<file path="src/rtl/lkoc_pkg.sv">
// Shared types and constants for the LRU keyed object cache.
// Holds sizes, request codes, request/response words and controller/datapath links.
// No dependencies.
`timescale 1ns / 1ps
`default_nettype none

package lkoc_pkg;

    // Store geometry
    localparam int CAPACITY        = 64;
    localparam int KEY_BITS        = 32;
    localparam int SLOT_W          = $clog2(CAPACITY);
    localparam int COUNT_W         = $clog2(CAPACITY + 1);
    localparam int CFG_W           = 7;
    localparam int REQ_W           = 3;
    localparam int MAX_ITEMS_RESET = 64;

    // Request codes
    localparam logic [REQ_W-1:0] REQ_LOOKUP = 3'd0;
    localparam logic [REQ_W-1:0] REQ_TOUCH  = 3'd1;
    localparam logic [REQ_W-1:0] REQ_DELETE = 3'd2;
    localparam logic [REQ_W-1:0] REQ_INSERT = 3'd3;
    localparam logic [REQ_W-1:0] REQ_FORCE  = 3'd4;

    typedef struct packed {
        logic [REQ_W-1:0]    req_type;
        logic [KEY_BITS-1:0] key;
    } req_word_t;

    typedef struct packed {
        logic                ok;
        logic [SLOT_W-1:0]   slot;
        logic                evicted;
        logic [KEY_BITS-1:0] evicted_key;
    } rsp_word_t;

    // Source of the response word
    typedef enum logic [1:0] {
        RES_ZERO  = 2'd0,
        RES_HIT   = 2'd1,
        RES_ALLOC = 2'd2
    } res_sel_t;

    // Controller to datapath
    typedef struct packed {
        logic     capture;
        logic     search;
        logic     touch;
        logic     remove;
        logic     evict;
        logic     alloc;
        logic     load;
        res_sel_t sel;
    } dp_cmd_t;

    // Datapath to controller
    typedef struct packed {
        logic hit;
        logic evict_needed;
        logic out_free;
    } dp_status_t;

endpackage

`default_nettype wire

</file>
<file path="src/rtl/lkoc_ctrl.sv">
// Sequencer of the LRU keyed object cache: steps each request through search,
// rank update, eviction and allocation. Depends on lkoc_pkg.
`timescale 1ns / 1ps
`default_nettype none

module lkoc_ctrl (
    input  logic                       clk,
    input  logic                       rst_n,
    input  logic                       req_valid,
    output logic                       req_ready,
    input  logic [lkoc_pkg::REQ_W-1:0] req_type,
    output lkoc_pkg::dp_cmd_t          cmd,
    input  lkoc_pkg::dp_status_t       status
);
    import lkoc_pkg::*;

    typedef enum logic [6:0] {
        ST_IDLE   = 7'b0000001,
        ST_SEARCH = 7'b0000010,
        ST_TOUCH  = 7'b0000100,
        ST_REMOVE = 7'b0001000,
        ST_EVICT  = 7'b0010000,
        ST_ALLOC  = 7'b0100000,
        ST_DONE   = 7'b1000000
    } state_t;

    state_t           state_reg, state_next;
    logic [REQ_W-1:0] op_reg, op_next;
    logic             hit_style;

    // Lookup, touch and delete answer with the match result
    assign hit_style = (op_reg == REQ_LOOKUP) || (op_reg == REQ_TOUCH) ||
                       (op_reg == REQ_DELETE);

    assign req_ready = (state_reg == ST_IDLE);

    // Next state and commands
    always_comb
    begin
        state_next = state_reg;
        op_next    = op_reg;
        cmd        = '0;
        unique case (state_reg)
            ST_IDLE:
            begin
                if (req_valid)
                begin
                    cmd.capture = 1'b1;
                    op_next     = req_type;
                    state_next  = ST_SEARCH;
                end
            end
            ST_SEARCH:
            begin
                cmd.search = 1'b1;
                case (op_reg)
                    REQ_LOOKUP: state_next = ST_DONE;
                    REQ_TOUCH:  state_next = status.hit ? ST_TOUCH  : ST_DONE;
                    REQ_DELETE: state_next = status.hit ? ST_REMOVE : ST_DONE;
                    REQ_INSERT: state_next = status.hit ? ST_TOUCH  : ST_EVICT;
                    REQ_FORCE:  state_next = status.hit ? ST_REMOVE : ST_EVICT;
                    default:    state_next = ST_DONE;
                endcase
            end
            ST_TOUCH:
            begin
                cmd.touch  = 1'b1;
                state_next = ST_DONE;
            end
            ST_REMOVE:
            begin
                cmd.remove = 1'b1;
                state_next = (op_reg == REQ_DELETE) ? ST_DONE : ST_EVICT;
            end
            ST_EVICT:
            begin
                cmd.evict  = status.evict_needed;
                state_next = ST_ALLOC;
            end
            ST_ALLOC:
            begin
                // Hold until the response register frees up
                if (status.out_free)
                begin
                    cmd.alloc  = 1'b1;
                    cmd.load   = 1'b1;
                    cmd.sel    = RES_ALLOC;
                    state_next = ST_IDLE;
                end
            end
            ST_DONE:
            begin
                if (status.out_free)
                begin
                    cmd.load   = 1'b1;
                    cmd.sel    = hit_style ? RES_HIT : RES_ZERO;
                    state_next = ST_IDLE;
                end
            end
            default:
            begin
                state_next = ST_IDLE;
            end
        endcase
    end

    // State register
    always_ff @(posedge clk or negedge rst_n)
    begin
        if (!rst_n)
        begin
            state_reg <= ST_IDLE;
            op_reg    <= REQ_LOOKUP;
        end
        else
        begin
            state_reg <= state_next;
            op_reg    <= op_next;
        end
    end

endmodule

`default_nettype wire

</file>
<file path="config.mk">
export PLATFORM = sky130hd
export DESIGN_NAME = lkoc_ctrl
export DESIGN_NICKNAME = d
export VERILOG_FILES = /design/src/rtl/lkoc_pkg.sv /design/src/rtl/lkoc_ctrl.sv
export SDC_FILE = /design/constraint.sdc
export NUM_CORES = 1
export LEC_CHECK = 0
export BUFFER_PORTS_ARGS = -buffer_cell sky130_fd_sc_hd__buf_4
export CAP_MARGIN = 20
export CORE_MARGIN = 5
export CORE_UTILIZATION = 43
export CTS_CLUSTER_DIAMETER = 200
export DETAILED_ROUTE_END_ITERATION = 16
export GPL_TIMING_DRIVEN = 0
export PLACE_DENSITY = 0.7
export SLEW_MARGIN = 0
export SYNTH_ARGS = -nofsm -noshare
export SYNTH_HDL_FRONTEND = slang
export SYNTH_SLANG_ARGS = --single-unit
</file>
<file path="constraint.sdc">
create_clock -name clk -period 1.5 [get_ports clk]
set_input_delay 0.15 -clock clk [delete_from_list [all_inputs] [get_ports clk]]
set_output_delay 0.15 -clock clk [all_outputs]
set_load 0.01 [all_outputs]
</file>
# Word-level counts from Yosys, hierarchy flattened
# Cells that the tools add are included.
# classes
muxes,20
n_reduce_logical,6
eq_ne,13
# op_table
operator,n
$pmux W7 S6,1
$mux W7,5
$pmux W7 S4,1
$mux W5,2
$mux W1,8
$eq A7 B1 Y1 const B,1
$eq A7 B2 Y1 const B,1
$eq A7 B3 Y1 const B,1
$eq A7 B4 Y1 const B,1
$eq A7 B5 Y1 const B,1
$eq A7 B6 Y1 const B,1
$eq A7 B7 Y1 const B,1
$eq A3 B2 Y1 const B,2
$pmux W3 S2,1
$mux W4,1
$reduce_and A2 Y1,2
$eq A3 B1 Y1 const B,1
$eq A3 B3 Y1 const B,1
$logic_not A3 Y1,1
$mux W3,1
$logic_or A1 B1 Y1,2
$ne A2 B1 Y1 const B,1
$ne A2 B2 Y1 const B,1
$reduce_or A2 Y1,1
# word_totals
wordCells,41
regBits,10

# Depth between registers and ports, before layout
# Gate-level depths: netlist of the first run.
# depth
word_depth,6
depth_mapped,6
mapped_depth_nobuf,4

# Worst setup path after synthesis of the first run
# No wires, ideal clock.
# synth_path
kind,register to register
startpoint,register state_reg[2]
endpoint,register op_reg[0]
period_less_slack_ps,1538
stages_incl_launch_ff,7
path_buffers,2
slack_ps,-38
t_arrival_ps,1413
path_cell_list,dfrtp_1 > buf_2 > nor3_2 > and3_4 > and2_4 > buf_6 > mux2_4
# synth_between
elab_chain_cells,2
# synth_lines
item,line,source
"start, declared",lkoc_ctrl.sv:27,"state_t state_reg, state_next;"
"start signal, assigned",lkoc_ctrl.sv:117,state_reg <= state_next;
$eq A7 B1 Y1,-,
net req_ready,lkoc_ctrl.sv:10,"output logic req_ready,"
$reduce_and A2 Y1 (no line),-,
"end signal, assigned",lkoc_ctrl.sv:118,op_reg <= op_next;
"end, declared",lkoc_ctrl.sv:28,"logic [REQ_W-1:0] op_reg, op_next;"
# The timed path passes the listed nets, and every way through them passes these cells.
# A chain may end at the register's enable or synchronous reset.

==> results of run 1 <==
synthesized netlist by cell type (2+ instances only):
cell      number
nor3_1         4
nor2_1         5
nand2_1        4
dfrtp_1        9
o21ai_0        2
buf_2          2
nand2b_1       4
a21oi_1        5
mux2_4         3
cell families (layout without fill, tap and decap cells):
family / after synthesis / after routing / synth area share (%)
buf+inv: 6 / 42 / 4.98
compound gates: 15 / 15 / 15.3
simple gates: 31 / 31 / 31.9
mux: 4 / 4 / 8.12
xor+xnor: 2 / 2 / 2.58
flops: 10 / 10 / 37.1
worst paths after layout:
path / end / start / slack [ps]
max in group asynchronous: state_reg[0] / rst_n / 1030
min in group asynchronous: op_reg[2] / rst_n / 250
hold reg to reg: state_reg[5] / state_reg[6] / 630
hold / removal: op_reg[2] / req_type[2] / 110
setup reg to reg: op_reg[1] / state_reg[2] / -100
setup / recovery: cmd[2] / state_reg[3] / -320
worst max-delay path, cell delays in order, from the launching register on:
cell      delay [ps]
dfrtp_2          460
nor4_4           330
nand3b_1         210
buf_6            180
a21oi_2          100
buf_4            130
through the flow:
stage               instance area [sq um]  worst slack, ps
floorplan                             701            -11.4
global placement                      856             -148
detailed placement                    856             -178
CTS                                   978             -303
global route                         1050             -422
finish                               1050             -322
area by class of cell:
cell class / instances / area share, %
clock buffers: 4 / 2.51
repair buffers: 33 / 25.3
plain buffers: 4 / 3.70
inverters: 1 / 0.358
flip-flops and latches: 10 / 24.5
well taps: 16 / 1.91
multi-input cells: 52 / 41.7
routing by layer:
metal | GRT usage, % | vias to the layer above | share of wire, %
met2 | 24.2 | 21 | 47
met1 | 21.1 | 307 | 43
met3 | 4.22 | 6 | 6.9
met4 | 9.61 | 0 | 2.8
li1 | - | 322 | -
met5 | 0 | - | 0
power groups by stage:
stage	clock, mW	combinational, mW	sequential (mW)
3_5_place_dp	0	0.773	0.458
6_report	0.200	0.948	0.498
3_3_place_gp	0	0.759	0.455
2_1_floorplan	0	0.601	0.434
4_1_cts	0.203	0.929	0.461
5_1_grt	0.223	1.03	0.513
timing repair:
action                                 in CTS  in global routing
setup endpoints to repair                  14                 15
pin swaps                                  10                  5
cloned                                      0                  0
resized for setup                          10                  5
hold buffers                                1                  0
buffers inserted                            7                  8
endpoints found under the hold margin      10                  0
==> impl_metrics.py, run 1 <==
metrics = {
    "global_route": {
        "grt_pass1_vias": 658,
        "grt_overflow_total": 0,
        "grt_pass1_wl_um": 3130,
        "antenna_found_initial": 0,
        "grt_usage_pct": 16.3,
        "grt_max_degree": 11,
    },
    "synthesis": {
        "synthFlopType": "dfrtp_1",
        "async_reset_ff_share_pct": 100,
        "syn_avg_cell_area_sq_um": 9.97,
        "synth-seq-cells": 10,
        "synth_edf_count": 0,
        "yosysSeqAreaShare_pct": 37.1,
        "synth_cell_types": 39,
        "yosys.area.top_type": "dfrtp_1",
        "yosys_warnings": 0,
        "netlist.area_leader.share_pct": 33.2,
        "syn_nets": 77,
        "synthCells": 68,
        "synth_area_leaders": "dfrtp_1 (33%), mux2_4 (6.6%), dfstp_2 (3.9%), a21oi_1 (3.7%), nand2b_1 (3.7%)",
        "synth_area_sq_um": 678,
    },
    "final_layout": {
        "ff_latch_area_sq_um": 256,
        "multiInputGateArea_sq_um": 437,
        "largest_register_ffs": 7,
        "finalCoreUtilization_pct": 69.5,
        "mostFrequentLayoutCell": "buf_4",
        "fin_cells": 120,
        "diodes": 0,
        "nFillCells": 118,
        "areaGrowthSynthToFinish_pct": 54.4,
        "drive_above_1_share_pct": 58.7,
        "final_cell_mix": "buf_4 (28), buf_6 (7), dfrtp_1 (5)",
        "nets": 114,
    },
    "timing": {
        "period_share_pct": 121,
        "final.setup_skew_ps": 2.02,
        "max_freq_mhz": 549,
        "drv_slew": 0,
        "max-slew-margin-rel_pct": 77.8,
        "rsz0062_at_grt": "yes",
        "fin_crit_ps": 1820,
        "worst_slack_ps": -322,
        "tightest_slew_ps": 334,
        "finalSetupTns_ps": -2290,
        "hold_ws_ps": 111,
        "finalSetupViolations": 13,
        "hold_viol": 0,
    },
    "power_and_ir_drop": {
        "p_switching_mw": 0.636,
        "pwr-share-seq_pct": 30.3,
        "p_comb_share_pct": 57.6,
        "fin_total_pwr_mw": 1.65,
        "peakVddDrop_v": 0.000777,
        "intPower_mw": 1.01,
        "power.leakage_nw": 0.475,
        "p_per_area_nw_per_um2": 1570,
        "switching_share_pct": 38.6,
        "p_clk_share_pct": 12.2,
    },
    "critical_path": {
        "reg2regPathDepth": 7,
        "critPathCaptureType": "output pin",
        "cp_max_fo": 6,
        "crit_type": "reg -> out",
        "cp_data_required_time_ps": 1350,
        "arrival_ps": 1670,
        "worstSetupStartpointType": "flip-flop",
    },
    "run": {
        "drv_cap": 0,
    },
    "floorplanning": {
        "die_w_um": 49.7,
        "dieArea_sq_um": 2470,
        "placementRows": 14,
        "die_height_um": 49.7,
        "start_util_pct": 45.0,
        "coreArea_sq_um": 1510,
        "ios": 19,
    },
    "min_path": {
        "worstHoldPathCells": 2,
        "min-delay-path-class": "in -> reg",
    },
    "route": {
        "drt_drc_violations_left": 0,
        "vias": 656,
        "wirelength_um": 1840,
        "via_per_inst": 5.47,
        "drt_iter0_drc": 11,
        "drtAntennaViolNets": 0,
        "firstDrtPassIters": 4,
        "avgRoutedWirePerCell_um": 15.4,
    },
    "cts": {
        "cts_max_path_buffers": 2,
        "clock_latency_ps": 260,
        "clkSlewWorstSetupHoldPaths_ps": 70,
        "clockRootBuffer": "clkbuf_4",
        "cts_tree": "built",
        "htree_levels": 1,
        "cts_buffers": 3,
        "cts.sinks": 10,
    },
    "outcome": {
        "status": "finished, violations left",
        "violations": "negative setup slack",
    },
    "place": {
        "gp_congestion": 0.802,
        "dp_hpwl_um": 1140,
        "place_inst": 102,
        "port_buffers": 18,
    },
}
No activity file was read; power rests on OpenSTA's default activity.
==> run 2, diff against run 1 <==
Settings changed: GPL_TIMING_DRIVEN 0 to not set, TNS_END_PERCENT set to 10.
==> impl_metrics.py, run 2 (synthesis results as in run 1) <==
metrics = {
    "outcome": {
        "status": "finished, violations left",
        "violations": "negative setup slack",
    },
    "critical_path": {
        "critPathMaxStageDelay_ps": 440,
        "path_buf_inv": 1,
        "r2r_start": "state_reg[4]",
        "cp_data_required_time_ps": 1350,
        "arrival_ps": 1560,
        "crit_chain": "nor4_4 -> nand3b_1 -> a2111oi_2 -> buf_4",
        "reg2reg_slack_ps": 50,
        "slowest_stage": "dfrtp_2",
        "crit_type": "reg -> out",
        "reg2regPathDepth": 4,
        "crit_family": "simple AND/OR/NAND/NOR gates",
        "critPathCaptureType": "output pin",
        "worstSetupStartpointType": "flip-flop",
        "r2r_end": "state_reg[4]",
        "cp_max_fo": 3,
    },
    "route": {
        "drt_iter0_drc": 17,
        "dr_wl_met3_um": 121,
        "routed.top_layer": "met3",
        "wl_met2_um": 800,
        "wirelength_met1_um": 674,
        "wirelength_um": 1600,
        "drtAntennaViolNets": 0,
        "via_per_inst": 5.48,
        "firstDrtPassIters": 4,
        "drt_drc_violations_left": 0,
        "avgRoutedWirePerCell_um": 14.1,
        "vias": 619,
    },
    "timing": {
        "max_freq_mhz": 583,
        "hold_ws_ps": 120,
        "fin_crit_ps": 1710,
        "tightest_slew_ps": 302,
        "drv_slew": 0,
        "rsz0062_at_grt": "yes",
        "hold_viol": 0,
        "finalSetupTns_ps": -1400,
        "worst_slack_ps": -215,
        "period_share_pct": 114,
        "max-slew-margin-rel_pct": 79.7,
        "final.setup_skew_ps": 9.45,
        "finalSetupViolations": 9,
    },
    "final_layout": {
        "fin_area_sq_um": 962,
        "final_cell_mix": "buf_4 (29), dfrtp_1 (6)",
        "largest_register_ffs": 7,
        "nets": 107,
        "areaGrowthSynthToFinish_pct": 41.9,
        "finalCoreUtilization_pct": 63.9,
        "drive_above_1_share_pct": 53.6,
        "fin_cells": 113,
        "diodes": 0,
        "mostFrequentLayoutCell": "buf_4",
    },
    "place": {
        "place_inst": 107,
        "dp_hpwl_um": 1240,
        "gp_congestion": 0.775,
        "post-place-ws_ps": -34.8,
        "port_buffers": 18,
        "placed_area_sq_um": 880,
    },
    "cts": {
        "cts.sinks": 10,
        "cts_buffers": 3,
        "cts_tree": "built",
        "clock_latency_ps": 270,
        "clockRootBuffer": "clkbuf_4",
        "htree_levels": 1,
        "cts_max_path_buffers": 2,
        "clkSlewWorstSetupHoldPaths_ps": 60,
    },
    "global_route": {
        "grt_usage_pct": 14.5,
        "antenna_found_initial": 0,
        "grt_pass1_vias": 643,
        "grt_max_degree": 11,
        "grt_pass1_wl_um": 2820,
        "grt_overflow_total": 0,
    },
    "floorplanning": {
        "dieArea_sq_um": 2470,
        "placementRows": 14,
        "start_util_pct": 45.0,
        "ios": 19,
        "coreArea_sq_um": 1510,
        "die_height_um": 49.7,
        "die_w_um": 49.7,
    },
    "min_path": {
        "hold_path_startpoint": "req_type[2]",
        "min-delay-path-class": "in -> reg",
        "min_to": "op_reg[2]",
        "worstHoldPathCells": 2,
    },
    "power_and_ir_drop": {
        "peakVddDrop_v": 0.00118,
        "power.leakage_nw": 0.442,
        "p_per_area_nw_per_um2": 1620,
        "fin_total_pwr_mw": 1.55,
    },
    "run": {
        "drv_cap": 0,
    },
}
[run 2: cell count changes in the layout (fill, tap and decap cells not counted), sizes merged]
cell | before | now
buf | 35 | 29
clkbuf | 5 | 4
[run 2: how the worst max path moves through the flow]
stage          cells past startpoint  slack [ps]      endpoint          from
2_1_floorplan                      6         -10     op_reg[0]  state_reg[1]
3_3_place_gp                       4         -20  state_reg[4]  state_reg[6]
3_5_place_dp                       4         -30  state_reg[4]  state_reg[6]
4_1_cts                            4        -230        cmd[0]  state_reg[3]
5_1_grt                            4        -320        cmd[0]  state_reg[3]
6_report                           4        -210        cmd[0]  state_reg[3]
[run 2: power breakdown]
part	internal [mW]	switching [mW]	total (mW)
clock network	0.147	0.0897	0.237
logic	0.478	0.310	0.788
registers	0.362	0.167	0.530
total	0.988	0.567	1.55
[run 2: area by class of cell]
type / instances / area, sq um
clock buffer: 4 / 36.3
fill: 133 / 544
inverter: 1 / 3.75
multi-input combinational: 52 / 419
sequential: 10 / 255
tap: 16 / 20.0
timing repair buffer: 30 / 228
[run 2: timing repair]
| action | CTS | global route |
|---|---|---|
| pin swaps | 3 | 1 |
| hold endpoints to repair | 10 | 0 |
| setup buffers | 1 | 0 |
| hold buffers | 1 | 0 |
| resized for setup | 7 | 0 |
| endpoints found under the setup margin | 11 | 12 |
| cloned | 0 | 0 |
[run 2: per-layer routing]
metal / track usage, % / vias up
met1: 17.2 / 295
li1: - / 305
met4: 2.62 / 0
met2: 23.5 / 19
met5: 0 / -
met3: 7.23 / 0
